`config.mk`:
```
export PLATFORM = sky130hd
export DESIGN_NAME = hill_cipher_2x2_mod26_flat
export DESIGN_NICKNAME = d
export VERILOG_FILES = /design/src/hdl/hc26_pkg.sv /design/src/hdl/hc26_if.sv /design/src/hdl/hc26_matrix.sv /design/src/hdl/hc26_lane.sv /design/src/hdl/hill_cipher_2x2_mod26.sv /design/src/flat_wrapper.sv
export SDC_FILE = /design/constraint.sdc
export NUM_CORES = 1
export LEC_CHECK = 0
export BUFFER_PORTS_ARGS = -buffer_cell sky130_fd_sc_hd__buf_2
export CAP_MARGIN = 10
export CORE_MARGIN = 8
export CORE_UTILIZATION = 30
export DETAILED_ROUTE_END_ITERATION = 10
export GPL_ROUTABILITY_DRIVEN = 0
export RECOVER_POWER = 25
export REMOVE_ABC_BUFFERS = 1
export SLEW_MARGIN = 25
export SYNTH_ARGS = -nofsm -noshare
export SYNTH_HDL_FRONTEND = slang
export SYNTH_HIERARCHICAL = 1
export SYNTH_SLANG_ARGS = --single-unit
```
`constraint.sdc`:
```
create_clock -name clock -period 10.4 [get_ports clock]
set_clock_uncertainty 0.15 [all_clocks]
set_input_delay 3.12 -clock clock [delete_from_list [all_inputs] [get_ports clock]]
set_output_delay 3.12 -clock clock [all_outputs]
set_load 0.02 [all_outputs]
```
`src/hdl/hc26_pkg.sv`:
```
// Shared types, constants and modular helpers for the 2x2 mod-26 Hill cipher.
`timescale 1ns / 1ps
`default_nettype none

package hc26_pkg;

   localparam int LETTERS    = 26;
   localparam int LETTER_W   = 5;
   localparam int WIDE_W     = 11;

   typedef logic [LETTER_W-1:0] letter_type;
   typedef logic [WIDE_W-1:0]   wide_type;

   // Matrix entries are indexed [row][column].
   typedef letter_type [1:0][1:0] matrix_type;
   typedef letter_type [1:0]      pair_type;

   typedef enum logic {
      CMD_ENCRYPT = 1'b0,
      CMD_DECRYPT = 1'b1
   } command_type;

   typedef enum logic [1:0] {
      REG_KEY_A = 2'd0,
      REG_KEY_B = 2'd1,
      REG_KEY_C = 2'd2,
      REG_KEY_D = 2'd3
   } reg_index_type;

   typedef struct packed {
      logic en1;
      logic en2;
      logic en3;
   } stage_en_type;

   // Restoring reduction; valid for any value below 26 * 64.
   function automatic letter_type mod26(input wide_type x);
      wide_type r;
      wide_type step;
      r = x;
      for (int k = 5; k >= 0; k--) begin
         step = WIDE_W'(LETTERS) << k;
         if (r >= step) begin
            r = r - step;
         end
      end
      return r[LETTER_W-1:0];
   endfunction

   // Reduces a 5-bit value that may exceed 25.
   function automatic letter_type reduce(input letter_type v);
      return (v >= LETTER_W'(LETTERS)) ? letter_type'(v - LETTER_W'(LETTERS)) : v;
   endfunction

   // Additive inverse of a value already in 0..25.
   function automatic letter_type negate(input letter_type v);
      return (v == '0) ? '0 : letter_type'(LETTER_W'(LETTERS) - v);
   endfunction

   // Multiplicative inverse mod 26; zero means there is none.
   function automatic letter_type inverse(input letter_type v);
      letter_type r;
      unique case (v)
         5'd1:    r = 5'd1;
         5'd3:    r = 5'd9;
         5'd5:    r = 5'd21;
         5'd7:    r = 5'd15;
         5'd9:    r = 5'd3;
         5'd11:   r = 5'd19;
         5'd15:   r = 5'd7;
         5'd17:   r = 5'd23;
         5'd19:   r = 5'd11;
         5'd21:   r = 5'd5;
         5'd23:   r = 5'd17;
         5'd25:   r = 5'd25;
         default: r = 5'd0;
      endcase
      return r;
   endfunction

endpackage

`default_nettype wire

```
`src/hdl/hc26_if.sv`:
```
// Valid/ready channel interfaces for the request and response items.
`timescale 1ns / 1ps
`default_nettype none

interface hc26_req_if;
   logic                 valid;
   logic                 ready;
   logic                 command;
   hc26_pkg::letter_type letter_first;
   hc26_pkg::letter_type letter_second;

   modport source (output valid, command, letter_first, letter_second, input ready);
   modport sink   (input valid, command, letter_first, letter_second, output ready);
endinterface

interface hc26_rsp_if;
   logic                 valid;
   logic                 ready;
   hc26_pkg::letter_type out_first;
   hc26_pkg::letter_type out_second;
   logic                 key_not_invertible;

   modport source (output valid, out_first, out_second, key_not_invertible, input ready);
   modport sink   (input valid, out_first, out_second, key_not_invertible, output ready);
endinterface

`default_nettype wire

```
`src/hdl/hc26_matrix.sv`:
```
// Three-stage pipeline that picks the key or its inverse mod 26 for each item.
`timescale 1ns / 1ps
`default_nettype none

module hc26_matrix (
   input  wire logic                   clock,
   input  wire hc26_pkg::stage_en_type ctl,
   input  wire logic                   command,
   input  wire hc26_pkg::letter_type   letter_first,
   input  wire hc26_pkg::letter_type   letter_second,
   input  wire hc26_pkg::matrix_type   key,
   output hc26_pkg::matrix_type        matrix,
   output hc26_pkg::pair_type          letters,
   output logic                        not_invertible
);

   // Stage 1: reduced operands and the two determinant products.
   logic                 cmd1_ff;
   hc26_pkg::pair_type   let1_ff;
   hc26_pkg::matrix_type key1_ff;
   logic [9:0]           ad1_ff;
   logic [9:0]           bc1_ff;
   hc26_pkg::matrix_type key1_in;

   // Stage 2: determinant inverse.
   logic                 cmd2_ff;
   hc26_pkg::pair_type   let2_ff;
   hc26_pkg::matrix_type key2_ff;
   hc26_pkg::letter_type dinv2_ff;
   hc26_pkg::letter_type adm;
   hc26_pkg::letter_type bcm;
   hc26_pkg::letter_type det;

   // Stage 3: the matrix applied by the lanes.
   hc26_pkg::pair_type   let3_ff;
   hc26_pkg::matrix_type mat3_ff;
   logic                 flag3_ff;
   hc26_pkg::matrix_type mat3_in;
   logic                 flag3_in;

   always_comb begin
      for (int r = 0; r < 2; r++) begin
         for (int c = 0; c < 2; c++) begin
            key1_in[r][c] = hc26_pkg::reduce(key[r][c]);
         end
      end
   end

   always_ff @(posedge clock) begin
      if (ctl.en1) begin
         cmd1_ff    <= command;
         let1_ff[0] <= hc26_pkg::reduce(letter_first);
         let1_ff[1] <= hc26_pkg::reduce(letter_second);
         key1_ff    <= key1_in;
         ad1_ff     <= 10'(key1_in[0][0]) * 10'(key1_in[1][1]);
         bc1_ff     <= 10'(key1_in[0][1]) * 10'(key1_in[1][0]);
      end
   end

   always_comb begin
      adm = hc26_pkg::mod26(hc26_pkg::wide_type'(ad1_ff));
      bcm = hc26_pkg::mod26(hc26_pkg::wide_type'(bc1_ff));
      if (adm >= bcm) begin
         det = hc26_pkg::letter_type'(adm - bcm);
      end else begin
         det = hc26_pkg::letter_type'(6'(adm) + 6'(hc26_pkg::LETTERS) - 6'(bcm));
      end
   end

   always_ff @(posedge clock) begin
      if (ctl.en2) begin
         cmd2_ff  <= cmd1_ff;
         let2_ff  <= let1_ff;
         key2_ff  <= key1_ff;
         dinv2_ff <= hc26_pkg::inverse(det);
      end
   end

   // Inverse key is dinv times the adjugate; a zero dinv yields a zero matrix.
   always_comb begin
      if (cmd2_ff == hc26_pkg::CMD_ENCRYPT) begin
         mat3_in  = key2_ff;
         flag3_in = 1'b0;
      end else begin
         mat3_in[0][0] = hc26_pkg::mod26(hc26_pkg::wide_type'(
                            10'(key2_ff[1][1]) * 10'(dinv2_ff)));
         mat3_in[0][1] = hc26_pkg::mod26(hc26_pkg::wide_type'(
                            10'(hc26_pkg::negate(key2_ff[0][1])) * 10'(dinv2_ff)));
         mat3_in[1][0] = hc26_pkg::mod26(hc26_pkg::wide_type'(
                            10'(hc26_pkg::negate(key2_ff[1][0])) * 10'(dinv2_ff)));
         mat3_in[1][1] = hc26_pkg::mod26(hc26_pkg::wide_type'(
                            10'(key2_ff[0][0]) * 10'(dinv2_ff)));
         flag3_in      = (dinv2_ff == '0);
      end
   end

   always_ff @(posedge clock) begin
      if (ctl.en3) begin
         let3_ff  <= let2_ff;
         mat3_ff  <= mat3_in;
         flag3_ff <= flag3_in;
      end
   end

   assign matrix         = mat3_ff;
   assign letters        = let3_ff;
   assign not_invertible = flag3_ff;

endmodule

`default_nettype wire

```
`src/hdl/hc26_lane.sv`:
```
// One output lane: a row of the matrix times the letter pair, mod 26, registered.
`timescale 1ns / 1ps
`default_nettype none

module hc26_lane (
   input  wire logic                 clock,
   input  wire logic                 enable,
   input  wire hc26_pkg::letter_type coef_first,
   input  wire hc26_pkg::letter_type coef_second,
   input  wire hc26_pkg::pair_type   letters,
   output hc26_pkg::letter_type      result
);

   hc26_pkg::letter_type result_ff;
   hc26_pkg::wide_type   sum;

   // Both products stay below 626, so the sum is within the reducer's range.
   assign sum = hc26_pkg::wide_type'(10'(coef_first) * 10'(letters[0]))
              + hc26_pkg::wide_type'(10'(coef_second) * 10'(letters[1]));

   always_ff @(posedge clock) begin
      if (enable) begin
         result_ff <= hc26_pkg::mod26(sum);
      end
   end

   assign result = result_ff;

endmodule

`default_nettype wire

```
`src/hdl/hill_cipher_2x2_mod26.sv`:
```
// Top level of the 2x2 mod-26 Hill cipher with its key registers and pipeline control.
`timescale 1ns / 1ps
`default_nettype none

// Each request item carries a command and a letter pair; encrypt multiplies the pair by the
// key matrix mod 26 and decrypt by the key's inverse mod 26, flagging a key whose determinant
// has no inverse (the letters then come back as zero). Letters and key entries of 26..31 act
// as their value mod 26. The block takes one item per cycle unless the response stalls. Three
// stages form the matrix (determinant products, determinant inverse, adjugate scaling) and two
// parallel lanes then compute the output letters into the response register. Stages with no
// item fill in while the response waits, so a stalled response stops input only once the
// pipeline is full. Key registers reset to zero and are written through the csr port; the user
// must write them only while no item is in flight, which the block itself does not enforce.
module hill_cipher_2x2_mod26 (
   input  wire logic                   clock,
   input  wire logic                   reset,
   hc26_req_if.sink                    req,
   hc26_rsp_if.source                  rsp,
   input  wire logic                   csr_write_enable,
   input  wire hc26_pkg::reg_index_type csr_index,
   input  wire hc26_pkg::letter_type   csr_write_data
);

   hc26_pkg::matrix_type   key_ff;
   logic                   v1_ff;
   logic                   v2_ff;
   logic                   v3_ff;
   logic                   out_valid_ff;
   logic                   flag_ff;
   logic                   en4;
   hc26_pkg::stage_en_type ctl;
   hc26_pkg::matrix_type   matrix;
   hc26_pkg::pair_type     letters;
   logic                   not_invertible;
   hc26_pkg::pair_type     lane_out;

   always_ff @(posedge clock) begin
      if (reset) begin
         key_ff <= '0;
      end else if (csr_write_enable) begin
         unique case (csr_index)
            hc26_pkg::REG_KEY_A: key_ff[0][0] <= csr_write_data;
            hc26_pkg::REG_KEY_B: key_ff[0][1] <= csr_write_data;
            hc26_pkg::REG_KEY_C: key_ff[1][0] <= csr_write_data;
            hc26_pkg::REG_KEY_D: key_ff[1][1] <= csr_write_data;
         endcase
      end
   end

   // A stage may load when it is empty or when the stage after it moves.
   always_comb begin
      en4     = !out_valid_ff || rsp.ready;
      ctl.en3 = !v3_ff || en4;
      ctl.en2 = !v2_ff || ctl.en3;
      ctl.en1 = !v1_ff || ctl.en2;
   end

   assign req.ready = ctl.en1;

   always_ff @(posedge clock) begin
      if (reset) begin
         v1_ff        <= 1'b0;
         v2_ff        <= 1'b0;
         v3_ff        <= 1'b0;
         out_valid_ff <= 1'b0;
      end else begin
         if (ctl.en1) begin
            v1_ff <= req.valid;
         end
         if (ctl.en2) begin
            v2_ff <= v1_ff;
         end
         if (ctl.en3) begin
            v3_ff <= v2_ff;
         end
         if (en4) begin
            out_valid_ff <= v3_ff;
         end
      end
   end

   hc26_matrix u_matrix (
      .clock          (clock),
      .ctl            (ctl),
      .command        (req.command),
      .letter_first   (req.letter_first),
      .letter_second  (req.letter_second),
      .key            (key_ff),
      .matrix         (matrix),
      .letters        (letters),
      .not_invertible (not_invertible)
   );

   for (genvar g = 0; g < 2; g++) begin : g_lane
      hc26_lane u_lane (
         .clock       (clock),
         .enable      (en4),
         .coef_first  (matrix[g][0]),
         .coef_second (matrix[g][1]),
         .letters     (letters),
         .result      (lane_out[g])
      );
   end

   always_ff @(posedge clock) begin
      if (en4) begin
         flag_ff <= not_invertible;
      end
   end

   assign rsp.valid              = out_valid_ff;
   assign rsp.out_first          = lane_out[0];
   assign rsp.out_second         = lane_out[1];
   assign rsp.key_not_invertible = flag_ff;

`ifndef NO_ASSERTIONS
   // A flagged key leaves the lanes with a zero matrix, so both letters are zero.
   assert property (@(posedge clock) disable iff (reset)
      rsp.valid && rsp.key_not_invertible |-> rsp.out_first == '0 && rsp.out_second == '0)
      else $error("flagged response carries nonzero letters");

   assert property (@(posedge clock) disable iff (reset)
      rsp.valid |-> rsp.out_first < 5'd26 && rsp.out_second < 5'd26)
      else $error("response letter out of range");

   assert property (@(posedge clock) reset |=> !rsp.valid && !v1_ff && !v2_ff && !v3_ff)
      else $error("pipeline not empty after reset");

   // An accepted item always lands in the first stage.
   assert property (@(posedge clock) disable iff (reset)
      req.valid && req.ready |=> v1_ff)
      else $error("accepted item lost at pipeline entry");

   // A stalled response may only block input when every stage is occupied.
   assert property (@(posedge clock) disable iff (reset)
      !req.ready |-> v1_ff && v2_ff && v3_ff && rsp.valid && !rsp.ready)
      else $error("input stalled with a free stage");
`endif

endmodule

`default_nettype wire

```
`src/flat_wrapper.sv`:
```
// flat-port wrapper written by rule: the top's interface ports become plain ports
module hill_cipher_2x2_mod26_flat 
  (clock, reset, csr_write_enable, csr_index, csr_write_data, req_valid, req_command, req_letter_first, req_letter_second, req_ready, rsp_valid, rsp_out_first, rsp_out_second, rsp_key_not_invertible, rsp_ready);
  hc26_req_if req_i ();
  hc26_rsp_if rsp_i ();
  input  wire logic clock;
  input  wire logic reset;
  input  wire logic csr_write_enable;
  input  wire hc26_pkg::reg_index_type csr_index;
  input  wire hc26_pkg::letter_type csr_write_data;
  input wire logic [$bits(req_i.valid)-1:0] req_valid;
  input wire logic [$bits(req_i.command)-1:0] req_command;
  input wire logic [$bits(req_i.letter_first)-1:0] req_letter_first;
  input wire logic [$bits(req_i.letter_second)-1:0] req_letter_second;
  output wire logic [$bits(req_i.ready)-1:0] req_ready;
  output wire logic [$bits(rsp_i.valid)-1:0] rsp_valid;
  output wire logic [$bits(rsp_i.out_first)-1:0] rsp_out_first;
  output wire logic [$bits(rsp_i.out_second)-1:0] rsp_out_second;
  output wire logic [$bits(rsp_i.key_not_invertible)-1:0] rsp_key_not_invertible;
  input wire logic [$bits(rsp_i.ready)-1:0] rsp_ready;
  assign req_i.valid = req_valid;
  assign req_i.command = req_command;
  assign req_i.letter_first = req_letter_first;
  assign req_i.letter_second = req_letter_second;
  assign req_ready = req_i.ready;
  assign rsp_valid = rsp_i.valid;
  assign rsp_out_first = rsp_i.out_first;
  assign rsp_out_second = rsp_i.out_second;
  assign rsp_key_not_invertible = rsp_i.key_not_invertible;
  assign rsp_i.ready = rsp_ready;
  hill_cipher_2x2_mod26 u_core (.clock(clock), .reset(reset), .req(req_i), .rsp(rsp_i), .csr_write_enable(csr_write_enable), .csr_index(csr_index), .csr_write_data(csr_write_data));
endmodule
```
==> flow_metrics.tcl, run 1 <==
set metrics [dict create \
    io_pins 36 \
    path_max_fanout 8 \
    drtIter0Drc 1545 \
    sw_frac_of_total_pct 39.68 \
    worst_setup_path_start_kind "flip-flop" \
    met1_length_mm 28.46 \
    die-area_um2 91970 \
    slew_headroom_pct 31.27 \
    syn_avg_cell_area_um2 8.464 \
    h-tree-depth 4 \
    dp_hpwl_mm 45.80 \
    grt_pass1_vias 20270 \
    grt_max_degree 52 \
    synth_flop_cell "edfxtp_1" \
    async_flop_share_pct 0 \
    totalWireLength_mm 57.48 \
    netlist_instances 2925 \
    grt_overflow 0 \
    wl_met2_mm 26.04 \
    final_nets 3332 \
    top_layer "met4" \
    cts.root.buffer_cell "clkbuf_16" \
    rsz0062_at_grt "false" \
    critPathArrivalTime_ps 9860 \
    postCtsHoldBufs 0 \
    final_common_cell "inv_1" \
    cp_slowest_stage_delay_ps 550 \
    final-max-slew-violation-count 0 \
    core_area_um2 81850 \
    fmax_mhz 101.6 \
    clockPowerShare_pct 22.1 \
    dr.pass1.iters 5 \
    tightestPinTransition_ps 1022 \
    grtUsageTotal_pct 12.28 \
    cp-end-kind "flip-flop" \
    max-clock-path-buffers 2 \
    cts_tree "yes" \
    intPower_mw 1.623 \
    cts_inserted_buffers 17 \
    cts.clk_slew.worst_paths_ps 70 \
    seq_area_frac_synth_pct 17.59 \
    required_ps 10420 \
    finalCritPeriodShare_pct 94.63 \
    area_growth_pct 8.728 \
    fp-row-count 105 \
    status "completed" \
    final_cell_mix "inv_1 (312), nand2_1 (224), ha_1 (223), nor2_1 (179), a21oi_1 (175)" \
    min_period_ps 9842 \
    routedWlPerCell_um 14.19 \
    tns_ps 0 \
    hold_viol 0 \
    io_buffer_count 35 \
    yosysTopAreaCell "edfxtp_1" \
    wl_met3_mm 2.592 \
    start_util_pct 30.25 \
    yosysWarnings 6 \
    ant_nets 0 \
    nFillCells 8510 \
    seq_power_share_pct 28.0 \
    synth_area_leaders "edfxtp_1 (16%), ha_1 (11%), fa_1 (9.6%)" \
    hold_class "flip-flop to flip-flop" \
    drive_above_1_share_pct 10.10 \
    dieWidth_um 303.3 \
    grt_antenna_before_repair 0 \
    setup-violations-final 0 \
    synth_edf_count 129 \
    dpl-instance-area_um2 26190 \
    vias 21430 \
    power_mw 2.690 \
    synth_cell_types 157 \
    grt_first_pass_wirelength_mm 97.67 \
    p_comb_share_pct 49.9 \
    synth_seq_cells 153 \
    power_density_nw_per_um2 99.93 \
    p_leak_nw 11.62 \
    switching_power_mw 1.067 \
    drv_cap 0 \
    holdWs_ps 268.3 \
    synth_area_um2 24760 \
    drc 0 \
    setup.worst_path.class "flip-flop to flip-flop" \
    clk_latency_ps 450 \
    clock_sinks 153 \
    synth_top_cell_area_share_pct 15.65 \
    fin_area_um2 26920 \
    critPathSlowestCell "fa_1" \
    viasPerCell 5.292 \
    die_h_um 303.3 \
    vdd_drop_max_v 0.0001177 \
]
==> area by class of cell <==
cell class,count,area [µm²],share of cell area (%)
well taps,1070,1339,4.973
inverters,321,1205,4.476
clock buffers,18,439.2,1.631
diodes,1,2.502,0.009296
clock inverters,14,118.9,0.4416
multi-input cells,2381,18870,70.09
repair buffers,92,591.8,2.199
flip-flops and latches,153,4354,16.18
==> timing repair <==
item	CTS	global route
gates cloned	0	0
resized for setup	1	20
setup buffers	0	11
setup endpoints to repair	1	12
pin swaps	0	2
==> cells by family after synthesis <==
group | Yosys count | share of synthesized area [%]
compound gates | 861 | 25.93
xor+xnor | 120 | 4.306
fa+ha+maj | 350 | 21.23
buf+inv | 391 | 6.580
flops | 153 | 17.59
mux | 73 | 3.108
simple gates | 977 | 21.26
==> state kept, by name (all words and copies together), names as in the netlist <==
| register | cells |
|---|---|
| u_core/u_matrix/not_invertible | 1 |
| u_core/u_matrix/bc1_ff | 10 |
| u_core/u_matrix/ad1_ff | 10 |
| u_core/u_matrix/key1_ff | 20 |
| u_core/u_matrix/dinv2_ff | 5 |
| u_core/u_matrix/matrix | 20 |
| u_core/u_matrix/key2_ff | 20 |
| u_core/u_matrix/let1_ff | 10 |
| u_core/u_matrix/let2_ff | 10 |
| u_core/key_ff | 20 |
| u_core/g_lane.u_lane/result | 10 |
| u_core/rsp.key_not_invertible | 1 |
| u_core/v2_ff | 1 |
| u_core/u_matrix/cmd2_ff | 1 |
| u_core/u_matrix/cmd1_ff | 1 |
| u_core/u_matrix/letters | 10 |
| u_core/v3_ff | 1 |
| u_core/rsp.valid | 1 |
| u_core/v1_ff | 1 |
==> cells in the mapped netlist (56+ instances only) <==
cell	number
inv_1	311
ha_1	224
nand2_1	224
nor2_1	180
a21oi_1	176
and2_1	173
edfxtp_1	129
o21ai_0	120
fa_1	119
xnor2_1	89
nand3_1	57
nor3_1	57
mux2i_1	56
==> final timing paths <==
check                              from                           endpoint  slack, ps  cells after the start
max          u_core/u_matrix/matrix[18]  u_core/g_lane[1].u_lane/result[4]        560                     38
min reg2reg  u_core/u_matrix/key1_ff[7]         u_core/u_matrix/key2_ff[7]        270                      0
min          u_core/u_matrix/key1_ff[7]         u_core/u_matrix/key2_ff[7]        270                      0
max reg2reg  u_core/u_matrix/matrix[18]  u_core/g_lane[1].u_lane/result[4]        560                     38
==> per-layer routing <==
| metal | global-route usage, % | vias to the layer above |
|---|---|---|
| met5 | 0 | - |
| met4 | 1.562 | 0 |
| met3 | 1.934 | 41 |
| met2 | 20.18 | 457 |
| met1 | 17.31 | 10150 |
| li1 | - | 10780 |
==> worst max-delay path: cells and delay by family, from the launching register on <==
family / cells / cell delay, ps
adder cells (fa/ha/maj): 8 / 3560
AO/OA/AOI/OAI: 13 / 2640
AND/OR/NAND/NOR: 8 / 1760
multiplexers: 2 / 510
flip-flops: 1 / 420
buffers and inverters: 5 / 320
XOR/XNOR: 2 / 200
==> power groups by stage <==
stage                     logic [mW]  clock network, mW  registers (mW)
final                           1.34              0.594           0.752
after global routing            1.49              0.632           0.757
after CTS                       1.30              0.607           0.754
after detailed placement        1.29                  0           0.766
after global placement          1.28                  0           0.767
after floorplan                0.995                  0           0.782
==> stage by stage <==
step	cells	worst slack, ps	utilization, %
2_1_floorplan	2855	438.7	-
3_3_place_gp	4006	252.0	32.00
3_5_place_dp	4006	-9.400	32.00
4_1_cts	4038	111.1	32.69
5_1_grt	4049	6.726	32.89
6_report	4050	558.2	32.89
No activity file was read; power rests on OpenSTA's default activity.
==> run 2, diff against run 1 <==
--- a/config.mk
+++ b/config.mk
@@ -6,4 +6,5 @@
 export NUM_CORES = 1
 export LEC_CHECK = 0
+export ABC_AREA = 1
 export BUFFER_PORTS_ARGS = -buffer_cell sky130_fd_sc_hd__buf_2
 export CAP_MARGIN = 10
==> constraint.sdc (replaced) <==
create_clock -name clock -period 10.4 [get_ports clock]
set_clock_uncertainty 0.15 [all_clocks]
set_input_delay 1.56 -clock clock [delete_from_list [all_inputs] [get_ports clock]]
set_output_delay 1.56 -clock clock [all_outputs]
set_load 0.02 [all_outputs]
==> run 2 against run 1 <==
Against the previous run:
- clock-buffer cell count grew 1
- via count decreased by 7.4%
- combinational power grew to 2.6 times the previous value
- setup slack gained 2000 ps
- first-iteration DRC count fell by 47%
- power grew 87%
- critical path type unchanged
- critical endpoint is now u_core/g_lane[0].u_lane/result[1]
- highest routed layer unchanged
==> flow_metrics.tcl, run 2 <==
set metrics [dict create \
    status "completed" \
    synth_cell_types 66 \
    drtIter0Drc 816 \
    grt_antenna_before_repair 1 \
    p_leak_nw 14.54 \
    viasPerCell 4.455 \
    die-area_um2 86840 \
    cts.root.buffer_cell "clkbuf_16" \
    dr.pass1.iters 7 \
    critPathSlowestCell "edfxtp_1" \
    h-tree-depth 4 \
    path_depth 47 \
    synth_top_cell_area_share_pct 16.63 \
    power_mw 5.022 \
    ant_nets 0 \
    min_path_cells 0 \
    synth_edf_count 129 \
    setup.worst_path.class "flip-flop to flip-flop" \
    vias 19850 \
    hold_class "flip-flop to flip-flop" \
    dp.cells 4424 \
    final_cell_mix "nand2_1 (956), inv_1 (686), nand3_1 (283), ha_1 (224), nor2_1 (209)" \
    routedWlPerCell_um 10.48 \
    clock_sinks 153 \
    fp-row-count 102 \
    final_core_util_pct 32.75 \
    drc 0 \
    yosysWarnings 6 \
    grt_max_degree 54 \
    cp_slowest_stage_delay_ps 550 \
    synth_most_common_cell "nand2_1" \
    slew_headroom_pct 48.52 \
    finalCritPeriodShare_pct 75.72 \
    hp-start "u_core/u_matrix/let1_ff[5]" \
    power_density_nw_per_um2 198.6 \
    min_period_ps 7875 \
    worst_setup_path_start_kind "flip-flop" \
    yosysTopAreaCell "edfxtp_1" \
    post_cts_buffers 0 \
    cpMostUsedCell "nand2_1" \
    post-route-worst-setup-slack_ps 2525 \
    setup-violations-final 0 \
    synth_area_leaders "edfxtp_1 (17%), nand2_1 (15%), ha_1 (12%)" \
    netlist_instances 3364 \
    critPathBufInv 7 \
    r2r_cells 47 \
    fin_cells 4456 \
    cts.clk_slew.worst_paths_ps 70 \
    nFillCells 8384 \
    grt_first_pass_wirelength_mm 81.77 \
    final-max-slew-violation-count 0 \
    synth_seq_cells 153 \
    rsz0062_at_grt "false" \
    cp-end-kind "flip-flop" \
    fmax_mhz 127.0 \
    path_max_fanout 10 \
    core_area_um2 77210 \
    seq_area_frac_synth_pct 18.69 \
    holdWs_ps 267.0 \
    cts_resized 0 \
    tightestPinTransition_ps 772.1 \
    final_nets 3769 \
    clk_latency_ps 460 \
    start_util_pct 30.18 \
    multi_input_area_um2 16100 \
    grt_overflow 0 \
    max-clock-path-buffers 2 \
    die_h_um 294.7 \
    cp_top_family "adder cells" \
    synth_common_cells "nand2_1 (956), inv_1 (686), nand3_1 (284), ha_1 (224), nor2_1 (209)" \
    grt_pass1_vias 18580 \
    dpl-instance-area_um2 24690 \
    final_common_cell "nand2_1" \
    critPathLaunch "u_core/u_matrix/letters[9]" \
    area_growth_pct 8.544 \
    syn_avg_cell_area_um2 6.926 \
    place_ws_ps 2492 \
    synth_flop_cell "edfxtp_1" \
    io_buffer_count 35 \
    hold_viol 0 \
    required_ps 10460 \
    drive_above_1_share_pct 11.18 \
    postCtsHoldBufs 0 \
    synth_area_um2 23300 \
    n_antenna_cell 0 \
    worstReg2RegStart "u_core/u_matrix/letters[9]" \
    area.sequential_um2 4354 \
    io_pins 36 \
    async_flop_share_pct 0 \
    totalWireLength_mm 46.72 \
    tns_ps 0 \
    drv_cap 0 \
    dp_hpwl_mm 39.29 \
    critPathArrivalTime_ps 7940 \
    vdd_drop_max_v 0.0001953 \
    grtUsageTotal_pct 10.86 \
    fin_area_um2 25290 \
    cts_inserted_buffers 17 \
    dieWidth_um 294.7 \
    cts_tree "yes" \
]
[run 2: cell count changes after synthesis, sizes merged, moves of 58 or more]
cell,before,now
a21oi,178,80
xnor2,89,16
nand3,60,343
and2,174,10
mux2i,58,0
nor2,186,258
inv,317,730
nand2,226,1075
[run 2: kinds of logic (layout without fill, tap and decap cells)]
kind of cell,after synthesis,count (layout),share of synthesized area [%]
flip-flops,153,153,18.69
buffers and inverters,750,802,12.27
AND/OR/NAND/NOR,1801,1801,37.12
adder cells (fa/ha/maj),343,343,22.25
AO/OA/AOI/OAI,233,233,6.170
XOR/XNOR,84,84,3.496
[run 2: path summary, 6_finish.rpt]
check | endpoint | slack, ps
worst min-delay path | u_core/u_matrix/let2_ff[5] | 270
worst max register to register | u_core/g_lane[0].u_lane/result[1] | 2520
worst max-delay path | u_core/g_lane[0].u_lane/result[1] | 2520
worst min register to register | u_core/u_matrix/let2_ff[5] | 270
[run 2: power by group]
| part | internal (mW) | leakage, nW | switching [mW] | total (mW) |
|---|---|---|---|---|
| registers | 0.815 | 1.70 | 0.0828 | 0.898 |
| clock network | 0.345 | 0.297 | 0.290 | 0.635 |
| logic | 1.23 | 12.5 | 2.26 | 3.49 |
[run 2: area by class of cell]
class	instances	share of cell area, %
multi-input combinational	2461	63.65
sequential	153	17.22
inverter	733	10.89
tap	1040	5.145
clock buffer	19	1.880
timing repair buffer	37	0.7372
clock inverter	13	0.4750
[run 2: routing by layer]
metal  part of all wire, %  wire length [µm]  GRT usage (%)
met5                     0                 0              0
met4                  0.82               384          1.783
met3                   3.2              1476          1.762
met2                    47             21930          18.87
met1                    49             22920          14.29
